<file path="src/rtl/i64da_pkg.sv">
// Types and constants shared by the int64 to decimal ASCII converter.
package i64da_pkg;

  localparam int VALUE_W    = 64;
  localparam int NUM_DIGITS = 20;
  localparam int BIT_CNT_W  = $clog2(VALUE_W);
  localparam int DIG_CNT_W  = 5;

  localparam logic [7:0] CHAR_NUL   = 8'h00;
  localparam logic [7:0] CHAR_ZERO  = 8'h30;
  localparam logic [7:0] CHAR_MINUS = 8'h2D;

  typedef struct packed {
    logic signed [VALUE_W-1:0] value;
    logic [7:0]                buffer_size;
  } in_item_t;

  typedef struct packed {
    logic [7:0] character;
    logic       last;
    logic       fits;
    logic [4:0] text_length;
  } out_item_t;

  // Per-cycle command shared by every digit cell.
  typedef struct packed {
    logic clear;
    logic dabble;
    logic shift_digit;
  } cell_ctrl_t;

  typedef enum logic [2:0] {
    ST_IDLE,
    ST_CONV,
    ST_CHECK,
    ST_ALIGN,
    ST_SIGN,
    ST_DIGITS,
    ST_TERM
  } state_t;

endpackage

</file>
<file path="src/rtl/i64da_cell.sv">
// One BCD digit cell: clear, shift-add-3 step, or whole-digit shift toward the top.
module i64da_cell
  import i64da_pkg::*;
(
  input  logic       clk,
  input  cell_ctrl_t ctrl,
  input  logic       bit_in,
  input  logic [3:0] digit_in,
  output logic       bit_out,
  output logic [3:0] digit_out
);

  logic [3:0] digit_r;
  logic [3:0] digit_nxt;
  logic [3:0] adj;

  assign adj       = (digit_r >= 4'd5) ? digit_r + 4'd3 : digit_r;
  assign bit_out   = adj[3];
  assign digit_out = digit_r;

  always_comb begin
    digit_nxt = digit_r;
    if (ctrl.clear) begin
      digit_nxt = 4'd0;
    end else if (ctrl.dabble) begin
      digit_nxt = {adj[2:0], bit_in};
    end else if (ctrl.shift_digit) begin
      digit_nxt = digit_in;
    end
  end

  always_ff @(posedge clk) begin
    digit_r <= digit_nxt;
  end

endmodule

</file>
<file path="src/rtl/int64_to_decimal_ascii.sv">
// Top level: signed 64-bit integer to decimal ASCII text, double-dabble cell chain.
//
//   channel  ports                       transfer
//   input    start, busy, in_item        start high while busy low
//   result   out_valid, out_item         out_valid high, one cycle per result
//
// The magnitude shifts through 20 BCD cells and a check state then tests the size,
// then either the error result goes out or an align state drops the leading zeros of
// n digits and one result per cycle follows (sign, digits, terminator).
// A new value is accepted only once the previous one has been fully emitted.
// Reset (rst_n low, synchronous) returns to idle and drops any pending strobe.
// The receiver cannot stall; busy falls as the last result is presented.
module int64_to_decimal_ascii
  import i64da_pkg::*;
(
  input  logic      clk,
  input  logic      rst_n,
  input  logic      start,
  output logic      busy,
  input  in_item_t  in_item,
  output logic      out_valid,
  output out_item_t out_item
);

  state_t                 state_r, state_nxt;
  logic [VALUE_W-1:0]     mag_r, mag_nxt;
  logic                   neg_r, neg_nxt;
  logic [7:0]             size_r, size_nxt;
  logic [BIT_CNT_W-1:0]   bit_cnt_r, bit_cnt_nxt;
  logic [DIG_CNT_W-1:0]   cnt_r, cnt_nxt;
  logic [4:0]             len_r, len_nxt;
  logic                   out_valid_r, out_valid_nxt;
  out_item_t              out_r, out_nxt;
  cell_ctrl_t             ctrl;

  logic [3:0] dig   [NUM_DIGITS];
  logic       carry [NUM_DIGITS];
  logic [DIG_CNT_W-1:0] ndig;
  logic [4:0]           len_calc;
  logic [3:0]           top_dig;

  genvar g;
  generate
    for (g = 0; g < NUM_DIGITS; g++) begin : g_cell
      if (g == 0) begin : g_first
        i64da_cell u_cell (
          .clk       (clk),
          .ctrl      (ctrl),
          .bit_in    (mag_r[VALUE_W-1]),
          .digit_in  (4'd0),
          .bit_out   (carry[g]),
          .digit_out (dig[g])
        );
      end else begin : g_rest
        i64da_cell u_cell (
          .clk       (clk),
          .ctrl      (ctrl),
          .bit_in    (carry[g-1]),
          .digit_in  (dig[g-1]),
          .bit_out   (carry[g]),
          .digit_out (dig[g])
        );
      end
    end
  endgenerate

  assign top_dig = dig[NUM_DIGITS-1];

  // Significant digit count: highest nonzero cell, at least one digit.
  always_comb begin
    ndig = DIG_CNT_W'(1);
    for (int i = 0; i < NUM_DIGITS; i++) begin
      if (dig[i] != 4'd0) ndig = DIG_CNT_W'(i + 1);
    end
  end

  assign len_calc = 5'(ndig) + {4'd0, neg_r};

  always_comb begin
    state_nxt     = state_r;
    mag_nxt       = mag_r;
    neg_nxt       = neg_r;
    size_nxt      = size_r;
    bit_cnt_nxt   = bit_cnt_r;
    cnt_nxt       = cnt_r;
    len_nxt       = len_r;
    out_valid_nxt = 1'b0;
    out_nxt       = out_r;
    ctrl          = '0;

    case (state_r)
      ST_IDLE: begin
        if (start) begin
          neg_nxt     = in_item.value[VALUE_W-1];
          mag_nxt     = in_item.value[VALUE_W-1] ? (~in_item.value) + 64'd1 : in_item.value;
          size_nxt    = in_item.buffer_size;
          bit_cnt_nxt = '0;
          ctrl.clear  = 1'b1;
          state_nxt   = ST_CONV;
        end
      end
      ST_CONV: begin
        ctrl.dabble = 1'b1;
        mag_nxt     = {mag_r[VALUE_W-2:0], 1'b0};
        bit_cnt_nxt = bit_cnt_r + 1'b1;
        if (bit_cnt_r == BIT_CNT_W'(VALUE_W - 1)) state_nxt = ST_CHECK;
      end
      ST_CHECK: begin
        if ({3'd0, len_calc} >= size_r) begin
          out_valid_nxt = 1'b1;
          out_nxt       = '{character: CHAR_NUL, last: 1'b1, fits: 1'b0, text_length: 5'd0};
          state_nxt     = ST_IDLE;
        end else begin
          len_nxt   = len_calc;
          cnt_nxt   = DIG_CNT_W'(NUM_DIGITS) - ndig;
          state_nxt = ST_ALIGN;
        end
      end
      ST_ALIGN: begin
        if (cnt_r == '0) begin
          cnt_nxt   = DIG_CNT_W'(len_r - {4'd0, neg_r});
          state_nxt = neg_r ? ST_SIGN : ST_DIGITS;
        end else begin
          // drop one leading zero off the top
          ctrl.shift_digit = 1'b1;
          cnt_nxt          = cnt_r - 1'b1;
        end
      end
      ST_SIGN: begin
        out_valid_nxt = 1'b1;
        out_nxt       = '{character: CHAR_MINUS, last: 1'b0, fits: 1'b1, text_length: len_r};
        state_nxt     = ST_DIGITS;
      end
      ST_DIGITS: begin
        out_valid_nxt    = 1'b1;
        out_nxt          = '{character: CHAR_ZERO + {4'd0, top_dig}, last: 1'b0,
                             fits: 1'b1, text_length: len_r};
        ctrl.shift_digit = 1'b1;
        cnt_nxt          = cnt_r - 1'b1;
        if (cnt_r == DIG_CNT_W'(1)) state_nxt = ST_TERM;
      end
      ST_TERM: begin
        out_valid_nxt = 1'b1;
        out_nxt       = '{character: CHAR_NUL, last: 1'b1, fits: 1'b1, text_length: len_r};
        state_nxt     = ST_IDLE;
      end
      default: begin
        state_nxt = ST_IDLE;
      end
    endcase
  end

  always_ff @(posedge clk) begin
    if (!rst_n) begin
      state_r     <= ST_IDLE;
      out_valid_r <= 1'b0;
    end else begin
      state_r     <= state_nxt;
      out_valid_r <= out_valid_nxt;
    end
  end

  always_ff @(posedge clk) begin
    mag_r     <= mag_nxt;
    neg_r     <= neg_nxt;
    size_r    <= size_nxt;
    bit_cnt_r <= bit_cnt_nxt;
    cnt_r     <= cnt_nxt;
    len_r     <= len_nxt;
    out_r     <= out_nxt;
  end

  assign busy      = (state_r != ST_IDLE);
  assign out_valid = out_valid_r;
  assign out_item  = out_r;

endmodule
</file>
<file path="config.mk">
export PLATFORM = sky130hd
export DESIGN_NAME = int64_to_decimal_ascii
export DESIGN_NICKNAME = d
export VERILOG_FILES = /design/src/rtl/i64da_pkg.sv /design/src/rtl/i64da_cell.sv /design/src/rtl/int64_to_decimal_ascii.sv
export SDC_FILE = /design/constraint.sdc
export NUM_CORES = 1
export LEC_CHECK = 0
export BUFFER_PORTS_ARGS = -buffer_cell sky130_fd_sc_hd__buf_4
export CAP_MARGIN = 5
export CELL_PAD_IN_SITES_DETAIL_PLACEMENT = 1
export CELL_PAD_IN_SITES_GLOBAL_PLACEMENT = 2
export CORE_UTILIZATION = 34
export DETAILED_ROUTE_END_ITERATION = 16
export PLACE_DENSITY = 0.79
export SLEW_MARGIN = 10
export SYNTH_ARGS = -nofsm -noshare
export SYNTH_HDL_FRONTEND = slang
export SYNTH_SLANG_ARGS = --single-unit
</file>
<file path="constraint.sdc">
create_clock -name clk -period 3.7 [get_ports clk]
set_clock_uncertainty 0.1 [all_clocks]
set_input_delay 0.74 -clock clk [delete_from_list [all_inputs] [get_ports clk]]
set_output_delay 0.74 -clock clk [all_outputs]
set_load 0.1 [all_outputs]
</file>
== Yosys cells after proc, flatten, opt, wreduce, memory -nomap -nowiden ==
Index checks and enable logic that the tools add are counted.

* Word-level logic and storage cells: 232
* Input port bits: 75
* Output and inout port bits: 17
* Register bits after elaboration: 188

* Eq/ne operators: 14
* $add $sub $neg: 27
* Bitwise logic cells: 2
* Magnitude comparators: 21
* Reductions and logical operators: 33
* Multiplexer cells: 103

{| class="wikitable"
|+ Operators by type and width
! kind !! count
|-
| $mux W4 || 59
|-
| $mux W64 || 2
|-
| $pmux W64 S2 || 1
|-
| $mux W5 || 20
|-
| $ge A4 B3 Y1 const B || 20
|-
| $reduce_bool A4 Y1 || 20
|-
| $add A4 B2 Y4 const B || 19
|-
| $add A64 B1 Y64 const B || 1
|-
| $not A64 Y64 || 1
|-
| $pmux W15 S4 || 1
|-
| $pmux W3 S6 || 1
|-
| $mux W15 || 1
|-
| $mux W3 || 5
|-
| $pmux W5 S3 || 1
|-
| $ne A2 B2 Y1 const B || 6
|-
| $pmux W6 S2 || 1
|-
| $reduce_and A2 Y1 || 5
|-
| $eq A3 B3 Y1 const B || 3
|-
| $ge A5 B8 Y1 || 1
|-
| $add A6 B4 Y7 const A || 1
|-
| $add A6 B1 Y6 const B || 1
|-
| $eq A3 B2 Y1 const B || 2
|-
| $eq A6 B6 Y1 const B || 1
|-
| $mux W1 || 6
|-
| other kinds (17) || 21
|}

== Longest topological paths before layout ==
Gate-level depths: netlist (run 1).

* Word-level depth: 24
* Mapped depth: 18
* Gate-level depth less buffers: 18

== Modules after synthesis ==
From an unflattened synthesis (run 1), not the netlist that was laid out.

* Cell total of the unflattened synthesis: 1341
* Area, all modules: 11991.5 µm²

{| class="wikitable"
|+ Modules (own cells, without submodules)
! module !! cells an instance !! area each (µm²) !! sequential area each (µm²) !! instances
|-
| int64_to_decimal_ascii || 641 || 6386.1 || 3143.0 || 1
|-
| i64da_cell || 35 || 280.3 || 80.1 || 20
|}

== Least setup slack after synthesis (run 1) ==
OpenSTA, ideal clock, no wires.

* Kind: register to register
* Start: register g_cell[2].g_rest.u_cell.digit_r[0]
* End: register out_r, in the netlist out_item[0], enable pin
* Setup time: 358 ps
* Setup slack: -205 ps
* Stages on the path, launching flop included: 17
* Arrival: 3447 ps
* Path buffers: 0
* Data required time: 3242 ps
* Period minus slack after synthesis: 3905 ps
* Path through: dfxtp_1 > inv_1 > ha_1 > or3b_2 > o211a_1 > o21ai_0 > a21oi_1 > nor2_1 > nor2_1 > ha_1 > ha_1 > ha_1 > a21o_1 > a21oi_1 > o21ai_0 > and2_1 > o21a_1

* Word-level cells in the longest chain between the ends: 23

{| class="wikitable"
|+ Ends and longest elaborated chain
! item !! RTL line !! RTL
|-
| from (decl) || i64da_cell.sv:13 || <nowiki>logic [3:0] digit_r;</nowiki>
|-
| from (signal assigned) || i64da_cell.sv:33 || <nowiki>digit_r <= digit_nxt;</nowiki>
|-
| $reduce_bool A4 Y1 || int64_to_decimal_ascii.sv:73 || <nowiki>if (dig[i] != 4'd0) ndig = DIG_CNT_W'(i + 1);</nowiki>
|-
| $mux W5 (18 in a row) || int64_to_decimal_ascii.sv:73 ||
|-
| $add A5 B1 Y5 || int64_to_decimal_ascii.sv:77 || <nowiki>assign len_calc = 5'(ndig) + {4'd0, neg_r};</nowiki>
|-
| named net len_calc[1] || int64_to_decimal_ascii.sv:39 || <nowiki>logic [4:0] len_calc;</nowiki>
|-
| $ge A5 B8 Y1 || int64_to_decimal_ascii.sv:109 || <nowiki>if ({3'd0, len_calc} >= size_r) begin</nowiki>
|-
| $ne A2 B2 Y1 (no line) || -- ||
|-
| $reduce_and A2 Y1 (no line) || -- ||
|-
| to (signal assigned) || int64_to_decimal_ascii.sv:170 || <nowiki>out_r <= out_nxt;</nowiki>
|-
| to (decl) || int64_to_decimal_ascii.sv:33 || <nowiki>out_item_t out_r, out_nxt;</nowiki>
|}

The timed path passes the listed nets, and every way through them passes these cells.
A chain may end at the register's enable or synchronous reset.

== Final worst setup path (run 1) ==
* Start: register g_cell[2].g_rest.u_cell.digit_r[0]
* End: register out_r, in the netlist out_item[9], enable pin

The elaborated chain is that of the path after synthesis.

==> summary.txt, run 1 <==
Min path
  – Worst hold endpoint: size_r[0]
  – Hold Crit Start: in_item[0]
  – Hold Path Cell Cnt: 1
  – Hold Path Class: input port to flop

Synthesis
  – Synthesized cell area: ~12000 um^2
  – EDFF count, synth: roughly 100
  – Most frequent cell after synthesis: nor2_1
  – Dominant cell type by area after synthesis: edfxtp_1
  – Top cells by area, synth: edfxtp_1 (26%), dfxtp_1 (15%), ha_1 (5.9%)
  – Synth unique cells: between 70 and 80
  – Cells after synthesis: 1285
  – Sequential cell area fraction in the yosys report: 41.0%
  – Synth Flop Type: edfxtp_1
  – Synth cell count leaders: nor2_1 (138), edfxtp_1 (102), dfxtp_1 (84), nand2_1 (84), o21ai_0 (83)
  – Synth warn: 0
  – Seq cells post-synth: 186
  – Avg Cell Area, Syn: approximately 9 um^2
  – Post-synthesis async set-or-reset flop share: 0%
  – Share of the synthesized area in the top cell type: approximately a quarter

Route
  – Detailed Route WL: between 30000 and 40000 um
  – Antenna-violating nets left: 0
  – Via-to-Cell Ratio: between 5 and 6
  – DRT Pass-1 Iters: 5
  – Wirelength per Cell: between 15 and 20 um
  – DRC viols: 0
  – First DRT Iteration DRCs: 500
  – Vias: roughly 10000

Power
  – LEAKAGE: between 5 and 6 nW
  – Sw frac: around two fifths
  – Sw Pwr: roughly 0.0041 W
  – Max VDD drop: 0.406 mV
  – P per Cell Area: about 700 nW/um^2
  – Comb power frac: roughly half
  – Clock power share: about 18%
  – Sequential Power Share: 32.0%
  – Pwr Total: a little over 0.01 W
  – Int Power: roughly 0.0063 W

Timing
  – Final setup vio count: 0
  – Hold_ws: 0.353 ns
  – Rel. slew slack: 23.0%
  – Final Hold Viols: 0
  – Fmax: between 200 and 300 MHz
  – Worst slew pin tran: 1.16 ns
  – Final period util: a little over nine tenths
  – Fin crit period: roughly 3.6 ns
  – Max Slew Vio Count: 0

Final layout
  – Area Overhead vs Synth: 25.2%
  – Nets: 1578
  – Fillers: 3892
  – N_diodes: 0
  – Layout cell share with drive strength beyond 1: between 20 and 25%

Worst setup path
  – Worst EP arrival: about 3.6 ns
  – Delay-heaviest family, CP: compound AO/OA/AOI/OAI gates
  – Crit-path max cell delay: about 0.37 ns
  – Reg2reg end: out_item[9]
  – Flop2flop setup slack: 0.12 ns
  – CP Launch Point: g_cell[2].g_rest.u_cell.digit_out[0]
  – Worst r2r path cells: 18
  – Critical Path RT: 3.76 ns
  – Critical-path cell list: inv_2 > ha_4 > or3b_4 > o211a_1 > o21ai_4 > a21oi_4 > nor2_1 > nor2_1 > ha_2 > buf_6 > a31o_4 > a21oi_4 > ha_2 > and2_4 > o21ai_2 > o21ai_2 > and2_4 > o21a_4
  – CP max FO: 7
  – Critical Path Sink Type: flop
  – WS Path Type: flop to flop
  – Worst setup SP type: flop
  – WP buf/inv: 2
  – RR Startpoint: g_cell[2].g_rest.u_cell.digit_out[0]
  – Highest-delay cell along the critical path: or3b_4

Die
  – Standard-cell row count: 67
  – Ports: between 90 and 100
  – Initial core utilization: 34.5%
  – Die X: between 150 and 200 um
  – Die Ht: between 150 and 200 um
  – Std-Cell Core Area: 33500 um^2
  – Die Footprint: 34800 um^2

Clock network
  – CTS H-tree lvls: 4
  – Clock latency on the worst-skew pair: roughly 0.46 ns
  – CTS tree: yes
  – CTS Root Cell: clkbuf_16
  – Worst-path clk slew: 0.08 ns
  – Clock Tree Buf Depth: 2
  – TritonCTS Sinks: 186
  – Inserted Clock Buffers: 17

Global route
  – Largest net degree at the start of global routing: 95
  – Gr usage total: 19.2%
  – Antenna violations before repair: 0
  – Met3 GRT Util: between 3 and 4%
  – Busiest grt layer: met2
  – GR Util met2: ~33%
  – GRT overflow: 0
  – Met1 Use GR: 24.5%
  – First-pass GRT wire length: 54200 um
  – Vias in the first global route: approximately 11000

Job
  – Total of max-cap violations: 0

Place
  – Port bufs: roughly 90
  – RD Place Congestion: just over 0.8
  – Hpwl dp: about 23000 um

Outcome
  – Status: completed
## worst max-delay path by stage
stage	cells past startpoint	to	slack [ns]
floorplan	18	out_item[0]	0.05
global placement	20	cnt_r[0]	-0.06
detailed placement	20	len_r[3]	-0.15
CTS	18	len_r[2]	0.006
global route	19	len_r[1]	-0.02
finish	18	out_item[9]	0.12
## power by group through the flow
stage,Combinational (W),Sequential (W),Clock (W)
after global routing,0.00568,0.00338,0.00202
final,0.00512,0.00330,0.00190
after global placement,0.00462,0.00328,0
after detailed placement,0.00477,0.00331,0
after floorplan,0.00295,0.00328,0
after CTS,0.00495,0.00328,0.00195
## routing by layer
metal  routed length, um  share of wire [%]
met5                   0                  0
met4                 449                1.3
met3                1050                3.2
met2               16200                 48
met1               15700                 47
## flip-flops by register name (all words and copies together), names as in the netlist
name	flops
state_r	3
out_item	13
size_r	8
neg_r	1
cnt_r	5
len_r	5
g_cell.g_first.u_cell.digit_out	4
mag_r	64
g_cell.g_rest.u_cell.digit_out	76
out_valid	1
bit_cnt_r	6
## repair_timing
item	CTS	global route
hold buffers	0	0
pin swaps	17	21
resized for setup	36	35
setup buffers	4	8
setup endpoints to repair	25	26
cloned	0	1
## metrics by stage
step | setup TNS [ns] | cell area (um^2) | worst slack, ns | cells | utilization [%]
6_report | 0 | 14500 | 0.121 | 1909 | 43.2
5_1_grt | -0.142 | 14500 | -0.0211 | 1909 | 43.2
4_1_cts | 0 | 14300 | 0.00567 | 1900 | 42.6
3_5_place_dp | -3.60 | 13500 | -0.152 | 1866 | 40.3
3_3_place_gp | -1.30 | 13500 | -0.0573 | 1866 | 40.3
2_1_floorplan | 0 | 11600 | 0.0545 | 1286 | -
## cell type report
cell class | instances | area [um^2] | area share [%]
clock inverter | 14 | 159 | 1.10
clock buffer | 18 | 429 | 2.96
multi-input combinational | 945 | 6530 | 45.1
timing repair buffer | 226 | 1780 | 12.3
inverter | 72 | 270 | 1.87
tap | 448 | 561 | 3.87
sequential | 186 | 4750 | 32.8
## logic make-up after synthesis
family | synth area share (%)
other | 0.0324
adders and majority gates | 5.95
muxes | 1.91
and+or+nand+nor | 18.0
buffers and inverters | 5.22
DFF | 41.0
AOI/OAI and AO/OA | 20.9
xor gates and xnor gates | 7.04
## placed cells by master (no fill, tap or decap), types with 17 or more instances in the layout
cell type / Yosys / layout
a211oi_1: 43 / 43
a21oi_1: 56 / 52
a222oi_1: 17 / 17
a31oi_1: 26 / 25
buf_4: 2 / 217
clkbuf_16: 0 / 17
dfxtp_1: 84 / 79
edfxtp_1: 102 / 102
ha_1: 55 / 45
inv_1: 71 / 65
mux2i_1: 21 / 21
nand2_1: 84 / 80
nand2b_1: 24 / 24
nor2_1: 138 / 137
nor3_1: 52 / 51
nor3b_1: 31 / 19
o21ai_0: 83 / 77
o221ai_1: 17 / 17
o22ai_1: 21 / 21
o31ai_1: 22 / 22
xnor2_1: 32 / 32
xor2_1: 61 / 60
(Power assumes the default switching activity.)
==> run 2, diff against run 1 <==
Settings changed: ABC_AREA set to 1, CORE_UTILIZATION 34 to 33, PLACE_DENSITY 0.79 to 0.8, SETUP_SLACK_MARGIN set to 0.1.
==> run 2 against run 1 <==
The run now ends with setup timing left. Combinational power grew 40%. Non-clock buffer count shrank 13. Sequential power grew 15%.
==> summary.txt, run 2 <==
Synthesis
  – EDFF count, synth: between 100 and 150
  – Most frequent cell after synthesis: nand2_1
  – Cells after synthesis: 1484
  – Avg Cell Area, Syn: roughly 7.9 um^2
  – Dominant cell type by area after synthesis: edfxtp_1
  – Xor-xnor portion of the synthesized cell area: under 10%
  – Synth unique cells: 55
  – Share of the synthesized area in the top cell type: between 20% and 30%
  – Simple-gate share of the synthesized area: 18.9%
  – Top cells by area, synth: edfxtp_1 (26%), dfxtp_1 (14%), nand2_1 (7.6%)
  – Synth Flop Type: edfxtp_1
  – Synth Area in Compound Gates: about 21%
  – Post-synthesis async set-or-reset flop share: 0%
  – Seq cells post-synth: 186
  – Synthesized cell area: 11700 um^2
  – Post-synthesis adder-cell area fraction: 5.89%
  – Sequential cell area fraction in the yosys report: 40.6%
  – Mux cell area share after synthesis: 0%
  – Synth cell count leaders: nand2_1 (236), inv_1 (194), a21oi_1 (156)
  – Synth warn: 0
  – Largest family of logic cells by synthesized area: compound AO/OA/AOI/OAI gates

Timing
  – Final period util: 105%
  – Final Hold Viols: 0
  – Worst slew pin tran: around 1.1 ns
  – RSZ-0062 raised after global routing: true
  – Fin crit period: between 3 and 4 ns
  – Max Slew Vio Count: 0
  – Fmax: about 260 MHz
  – Final worst slack: -0.203 ns
  – Final setup vio count: 25
  – Rel. slew slack: a little over a quarter

Final layout
  – Nets: ~1800
  – Max FFs per register: 76
  – N_diodes: 0
  – Fin cells: around 2100
  – Layout cell share with drive strength beyond 1: between 10% and 20%
  – Fillers: 4209
  – Final core occ: between 40% and 50%
  – Most common cell after layout, fill and taps aside: nand2_1
  – Most frequent cells in the layout: nand2_1 (230), buf_4 (204), inv_1 (181), a21oi_1 (155), o21ai_0 (130)
  – Area Overhead vs Synth: 24.4%
  – FF+latch area: between 4000 and 5000 um^2
  – Multi-input gate area: about 6200 um^2
  – Final instance area: 14500 um^2

Global route
  – GRT overflow: 0
  – First-pass GRT wire length: 56500 um
  – Antenna violations before repair: 2
  – Largest net degree at the start of global routing: between 150 and 200
  – Gr usage total: between 10% and 20%
  – Vias in the first global route: between 10000 and 15000

Die
  – Ports: 92
  – Std-Cell Core Area: 34700 um^2
  – Die Footprint: 36200 um^2
  – Standard-cell row count: between 60 and 70
  – Die X: between 150 and 200 um
  – Initial core utilization: around a third
  – Die Ht: 190 um

Place
  – Port bufs: 89
  – Hpwl dp: roughly 24000 um
  – RD Place Congestion: approximately 0.81
  – Inst Count DP: between 2000 and 2500
  – DP Area: roughly 14000 um^2

Worst setup path
  – Most common cell on crit path: nand2_1
  – Delay-heaviest family, CP: simple AND/OR/NAND/NOR gates
  – Worst setup SP type: flop
  – Reg2reg end: out_item[3]
  – RR Startpoint: g_cell[2].g_rest.u_cell.digit_out[1]
  – Highest-delay cell along the critical path: dfxtp_2
  – WP buf/inv: 4
  – Critical Path RT: 3.83 ns
  – CP max FO: 7
  – Critical Path Sink Type: flop
  – Worst r2r path cells: 36
  – Crit-path max cell delay: around 0.33 ns
  – Worst EP arrival: around 4.0 ns
  – WS Path Type: flop to flop
  – Flop2flop setup slack: -0.20 ns

Clock network
  – Clock latency on the worst-skew pair: 0.47 ns
  – Worst-path clk slew: approximately 0.080 ns
  – CTS H-tree lvls: 4
  – Post-CTS Hold Buffers: 0
  – Clock Tree Buf Depth: 2
  – CTS Root Cell: clkbuf_16
  – TritonCTS Sinks: between 150 and 200
  – CTS tree: yes
  – Inserted Clock Buffers: 17

Route
  – Antenna-violating nets left: 0
  – DRC viols: 0
  – Vias: between 10000 and 15000
  – Via-to-Cell Ratio: 5.10
  – Detailed Route WL: 34300 um
  – Wirelength per Cell: approximately 16 um
  – First DRT Iteration DRCs: approximately 400
  – DRT Pass-1 Iters: 4

Power
  – Clock power share: 15.0%
  – Max VDD drop: ~0.75 mV
  – Sw Pwr: between 0.005 and 0.006 W
  – P per Cell Area: ~900 nW/um^2
  – LEAKAGE: 6.10 nW
  – Sw frac: 45.8%
  – Pwr Total: 0.0129 W
  – Int Power: 0.00701 W
  – Comb power frac: between 50 and 60%
  – Sequential Power Share: ~30%

Min path
  – Hold Path Cell Cnt: 1
  – Worst hold endpoint: size_r[0]
  – Hold Path Class: input port to flop
  – Hold Crit Start: in_item[0]

Outcome
  – Status: complete, but fails checks
  – Failing checks: setup timing

Job
  – Total of max-cap violations: 0
## run 2: what timing repair did
| action | in CTS | in global routing |
|---|---|---|
| pin swaps | 4 | 6 |
| cloned | 1 | 0 |
| setup buffers | 3 | 3 |
| gates resized for setup | 7 | 17 |
| setup endpoints to repair | 26 | 26 |
| hold endpoints to repair | 0 | 0 |
## run 2: per-layer routing
metal / part of all wire [%] / GRT usage, % / up-vias / wire length, um
li1: - / - / 5444 / -
met1: 47 / 24.5 / 5220 / 16100
met2: 50 / 34.3 / 101 / 17000
met3: 2.0 / 3.06 / 36 / 692
met4: 1.3 / 5.26 / 4 / 456
met5: 0.090 / 0 / - / 31
## run 2: cell families (layout without fill, tap and decap cells)
group	Yosys count	after routing
other cells	1	2
compound gates	407	407
xor+xnor	73	73
flops	186	186
buf+inv	263	443
simple gates	499	499
fa+ha+maj	55	55
## run 2: cell type report
type / count / share of cell area [%]
Multi-Input combinational cell: 1036 / 42.4
Inverter: 198 / 5.15
Sequential cell: 186 / 32.7
Clock buffer: 17 / 2.93
Tap cell: 455 / 3.92
Clock inverter: 15 / 1.31
Timing Repair Buffer: 213 / 11.7
## run 2: power groups by stage
stage / Combinational, W / Clock [W] / Sequential, W
after detailed placement: 0.00703 / 0 / 0.00385
after global placement: 0.00681 / 0 / 0.00381
after CTS: 0.00719 / 0.00201 / 0.00381
after global routing: 0.00804 / 0.00208 / 0.00391
after floorplan: 0.00408 / 0 / 0.00423
final: 0.00718 / 0.00195 / 0.00381
## run 2: worst max-delay path by stage
stage               slack [ns]           end  depth (start not counted)                                  from
floorplan                -0.24   out_item[0]                         35  g_cell[2].g_rest.u_cell.digit_out[0]
global placement         -0.33  out_item[10]                         35  g_cell[1].g_rest.u_cell.digit_out[0]
detailed placement       -0.42   out_item[9]                         35  g_cell[1].g_rest.u_cell.digit_out[1]
CTS                      -0.21   out_item[6]                         36  g_cell[2].g_rest.u_cell.digit_out[0]
global route             -0.59   out_item[5]                         36  g_cell[2].g_rest.u_cell.digit_out[1]
finish                   -0.20   out_item[3]                         36  g_cell[2].g_rest.u_cell.digit_out[1]
## run 2: stage by stage
| stage | TNS (ns) | hold slack [ns] | setup slack, ns |
|---|---|---|---|
| detailed placement | -8.20 | 0.390 | -0.425 |
| CTS | -4.38 | 0.337 | -0.208 |
| floorplan | -3.19 | 0.351 | -0.240 |
| global route | -13.64 | 0.341 | -0.588 |
| global placement | -6.34 | 0.363 | -0.334 |
| finish | -3.72 | 0.363 | -0.203 |
==> run 3, diff against run 2 <==
Settings changed: CORE_UTILIZATION 33 to 32, PLACE_DENSITY 0.8 to 0.79, SYNTH_HIERARCHICAL set to 1.
==> run 3 against run 2 <==
Die area up 11%. Routed wire length grew 8.4%. Count of clock-buffer cells in the layout rose by 1. First-iteration DRC count grew 20%. Sequential share of layout area shrank 2.4 points. Clock power increased by 9.7%. The run still ends with setup timing left. Non-clock buffer count decreased by 13. Via count up 12%. Synthesized cell count rose by 15%. Combinational power up 4.0%.
==> summary.txt, run 3 <==
Clock network
  – Worst-path clk slew: ~0.07 ns
  – Post-CTS Hold Buffers: 0
  – CTS tree: yes
  – TritonCTS Sinks: 186
  – Clock Tree Buf Depth: 2
  – Clock latency on the worst-skew pair: around 0.45 ns
  – Inserted Clock Buffers: 17
  – CTS Root Cell: clkbuf_16
  – CTS H-tree lvls: 4

Place
  – Port bufs: about 90
  – RD Place Congestion: about 0.80
  – Hpwl dp: roughly 27000 um
  – Inst Count DP: 2382

Timing
  – RSZ-0062 raised after global routing: true
  – Final worst slack: -0.0822 ns
  – Worst slew pin tran: roughly 0.8 ns
  – Final Hold Viols: 0
  – Fin crit period: between 3 and 4 ns
  – Sum Neg Setup Slack: -1.03 ns
  – Fmax: approximately 260 MHz
  – Final setup vio count: 13
  – Final period util: 102%
  – Max Slew Vio Count: 0
  – Rel. slew slack: between 40 and 50%

Route
  – DRT Pass-1 Iters: 5
  – DRC viols: 0
  – Via-to-Cell Ratio: between 4 and 5
  – Wirelength per Cell: 15.2 um
  – Detailed Route WL: approximately 37000 um
  – First DRT Iteration DRCs: 482
  – Vias: roughly 12000
  – Antenna-violating nets left: 0

Worst setup path
  – Critical Path Sink Type: flop
  – Flop2flop setup slack: -0.08 ns
  – Reg2reg end: out_item[9]
  – Worst setup SP type: flop
  – Worst EP arrival: just under 4 ns
  – CP max FO: 7
  – RR Startpoint: g_cell[5].g_rest.u_cell/digit_out[1]
  – CP Launch Point: g_cell[5].g_rest.u_cell/digit_out[1]
  – Worst r2r path cells: 22
  – Critical Path RT: around 3.8 ns
  – WS Path Type: flop to flop

Final layout
  – Most common cell after layout, fill and taps aside: nand2_1
  – Area Overhead vs Synth: 24.3%
  – Fillers: slightly below 5000
  – Most frequent cells in the layout: nand2_1 (374), inv_1 (259), buf_4 (184), o21ai_0 (159), nor2_1 (118)
  – FF+latch area: 4750 um^2
  – Max FFs per register: 76
  – Fin cells: about 2400
  – Multi-input gate area: about 7000 um^2
  – Final core occ: 40.5%
  – Nets: 2038
  – N_diodes: 0
  – Layout cell share with drive strength beyond 1: between 10% and 20%

Power
  – P per Cell Area: between 800 and 900 nW/um^2
  – LEAKAGE: approximately 6.7 nW
  – Max VDD drop: approximately 0.35 mV
  – Pwr Total: approximately 0.014 W

Global route
  – Largest net degree at the start of global routing: between 100 and 150
  – First-pass GRT wire length: between 60000 and 70000 um
  – Gr usage total: 18.7%
  – GRT overflow: 0
  – Vias in the first global route: between 10000 and 15000
  – Antenna violations before repair: 0

Min path
  – Worst hold endpoint: size_r[3]
  – Hold Path Class: input port to flop
  – Hold Crit Start: in_item[3]
  – Hold Path Cell Cnt: 1

Die
  – Initial core utilization: around 33%
  – Die Footprint: 40300 um^2
  – Std-Cell Core Area: between 30000 and 40000 um^2
  – Die Ht: approximately 200 um
  – Die X: about 200 um
  – Standard-cell row count: between 70 and 80
  – Ports: between 90 and 100

Synthesis
  – Avg Cell Area, Syn: approximately 7.4 um^2
  – Synth warn: 6
  – Cells after synthesis: roughly 1700
  – Synthesized cell area: about 13000 um^2

Job
  – Total of max-cap violations: 0

Outcome
  – Failing checks: setup timing
  – Status: complete, but fails checks
-- run 3: cell types whose count changed in the layout (fill, tap and decap cells not counted), sizes merged, moves of 12 or more --
cell | before | now
nand2 | 238 | 392
a21oi | 157 | 77
nand3 | 46 | 115
inv | 206 | 274
o211ai | 5 | 63
a221oi | 42 | 0
o21ai | 135 | 176
nand4 | 9 | 48
a21boi | 0 | 19
or2 | 7 | 26
o221ai | 18 | 1
nor3 | 36 | 22
buf | 213 | 200
xor2 | 53 | 41
-- run 3: worst max-delay path, stage by stage (launching register included) --
cell      delay [ns]
dfxtp_2         0.33
nor4_4          0.26
buf_4           0.15
nand2_1         0.06
nor2_1          0.21
nor2_1          0.07
o21ai_0         0.15
a21oi_1         0.12
o21ai_2         0.20
inv_1           0.14
buf_4           0.17
nand3b_1        0.10
xor2_1          0.19
inv_2           0.08
ha_4            0.27
inv_2           0.03
o21bai_1        0.13
a21oi_1         0.09
nor2_1          0.12
nor2_2          0.07
buf_4           0.15
nor3_4          0.16
buf_6           0.17
-- run 3: worst max path at each step --
stage              endpoint  cells past startpoint
6_report        out_item[9]                     22
3_3_place_gp       cnt_r[3]                     33
5_1_grt         out_item[7]                     34
2_1_floorplan   out_item[0]                     32
3_5_place_dp       cnt_r[1]                     29
4_1_cts        out_item[10]                     30
-- run 3: cell type report --
cell class / instances / area share [%]
multi-input combinational: 1232 / 44.6
clock buffer: 18 / 2.80
timing repair buffer: 200 / 10.2
tap: 518 / 4.13
inverter: 273 / 6.56
clock inverter: 14 / 1.54
sequential: 186 / 30.2
-- run 3: power breakdown --
part | switching [W] | internal [W] | total (W)
clock network | 0.000846 | 0.00129 | 0.00214
logic | 0.00462 | 0.00285 | 0.00747
registers | 0.000525 | 0.00340 | 0.00393
-- run 3: metrics by stage --
step | worst slack (ns) | hold slack [ns] | cell area, um^2
2_1_floorplan | -0.00377 | 0.343 | 12700
3_3_place_gp | -0.0729 | 0.351 | 14600
3_5_place_dp | -0.199 | 0.362 | 14600
4_1_cts | -0.130 | 0.333 | 15600
5_1_grt | -0.377 | 0.331 | 15700
6_report | -0.0822 | 0.361 | 15700
-- run 3: per-layer routing --
layer  global-route usage (%)  part of all wire [%]  vias to the layer above
met3                     2.95                   2.1                       39
li1                         -                     -                     6151
met4                     4.83                   1.4                        0
met1                     23.5                    47                     5819
met2                     33.2                    50                      102
met5                        0                     0                        -
-- run 3: repair_timing --
| item | CTS | global route |
|---|---|---|
| resized for setup | 31 | 38 |
| cloned | 1 | 0 |
| setup buffers | 29 | 2 |
| endpoints found under the setup margin | 26 | 31 |
| pin swaps | 14 | 26 |
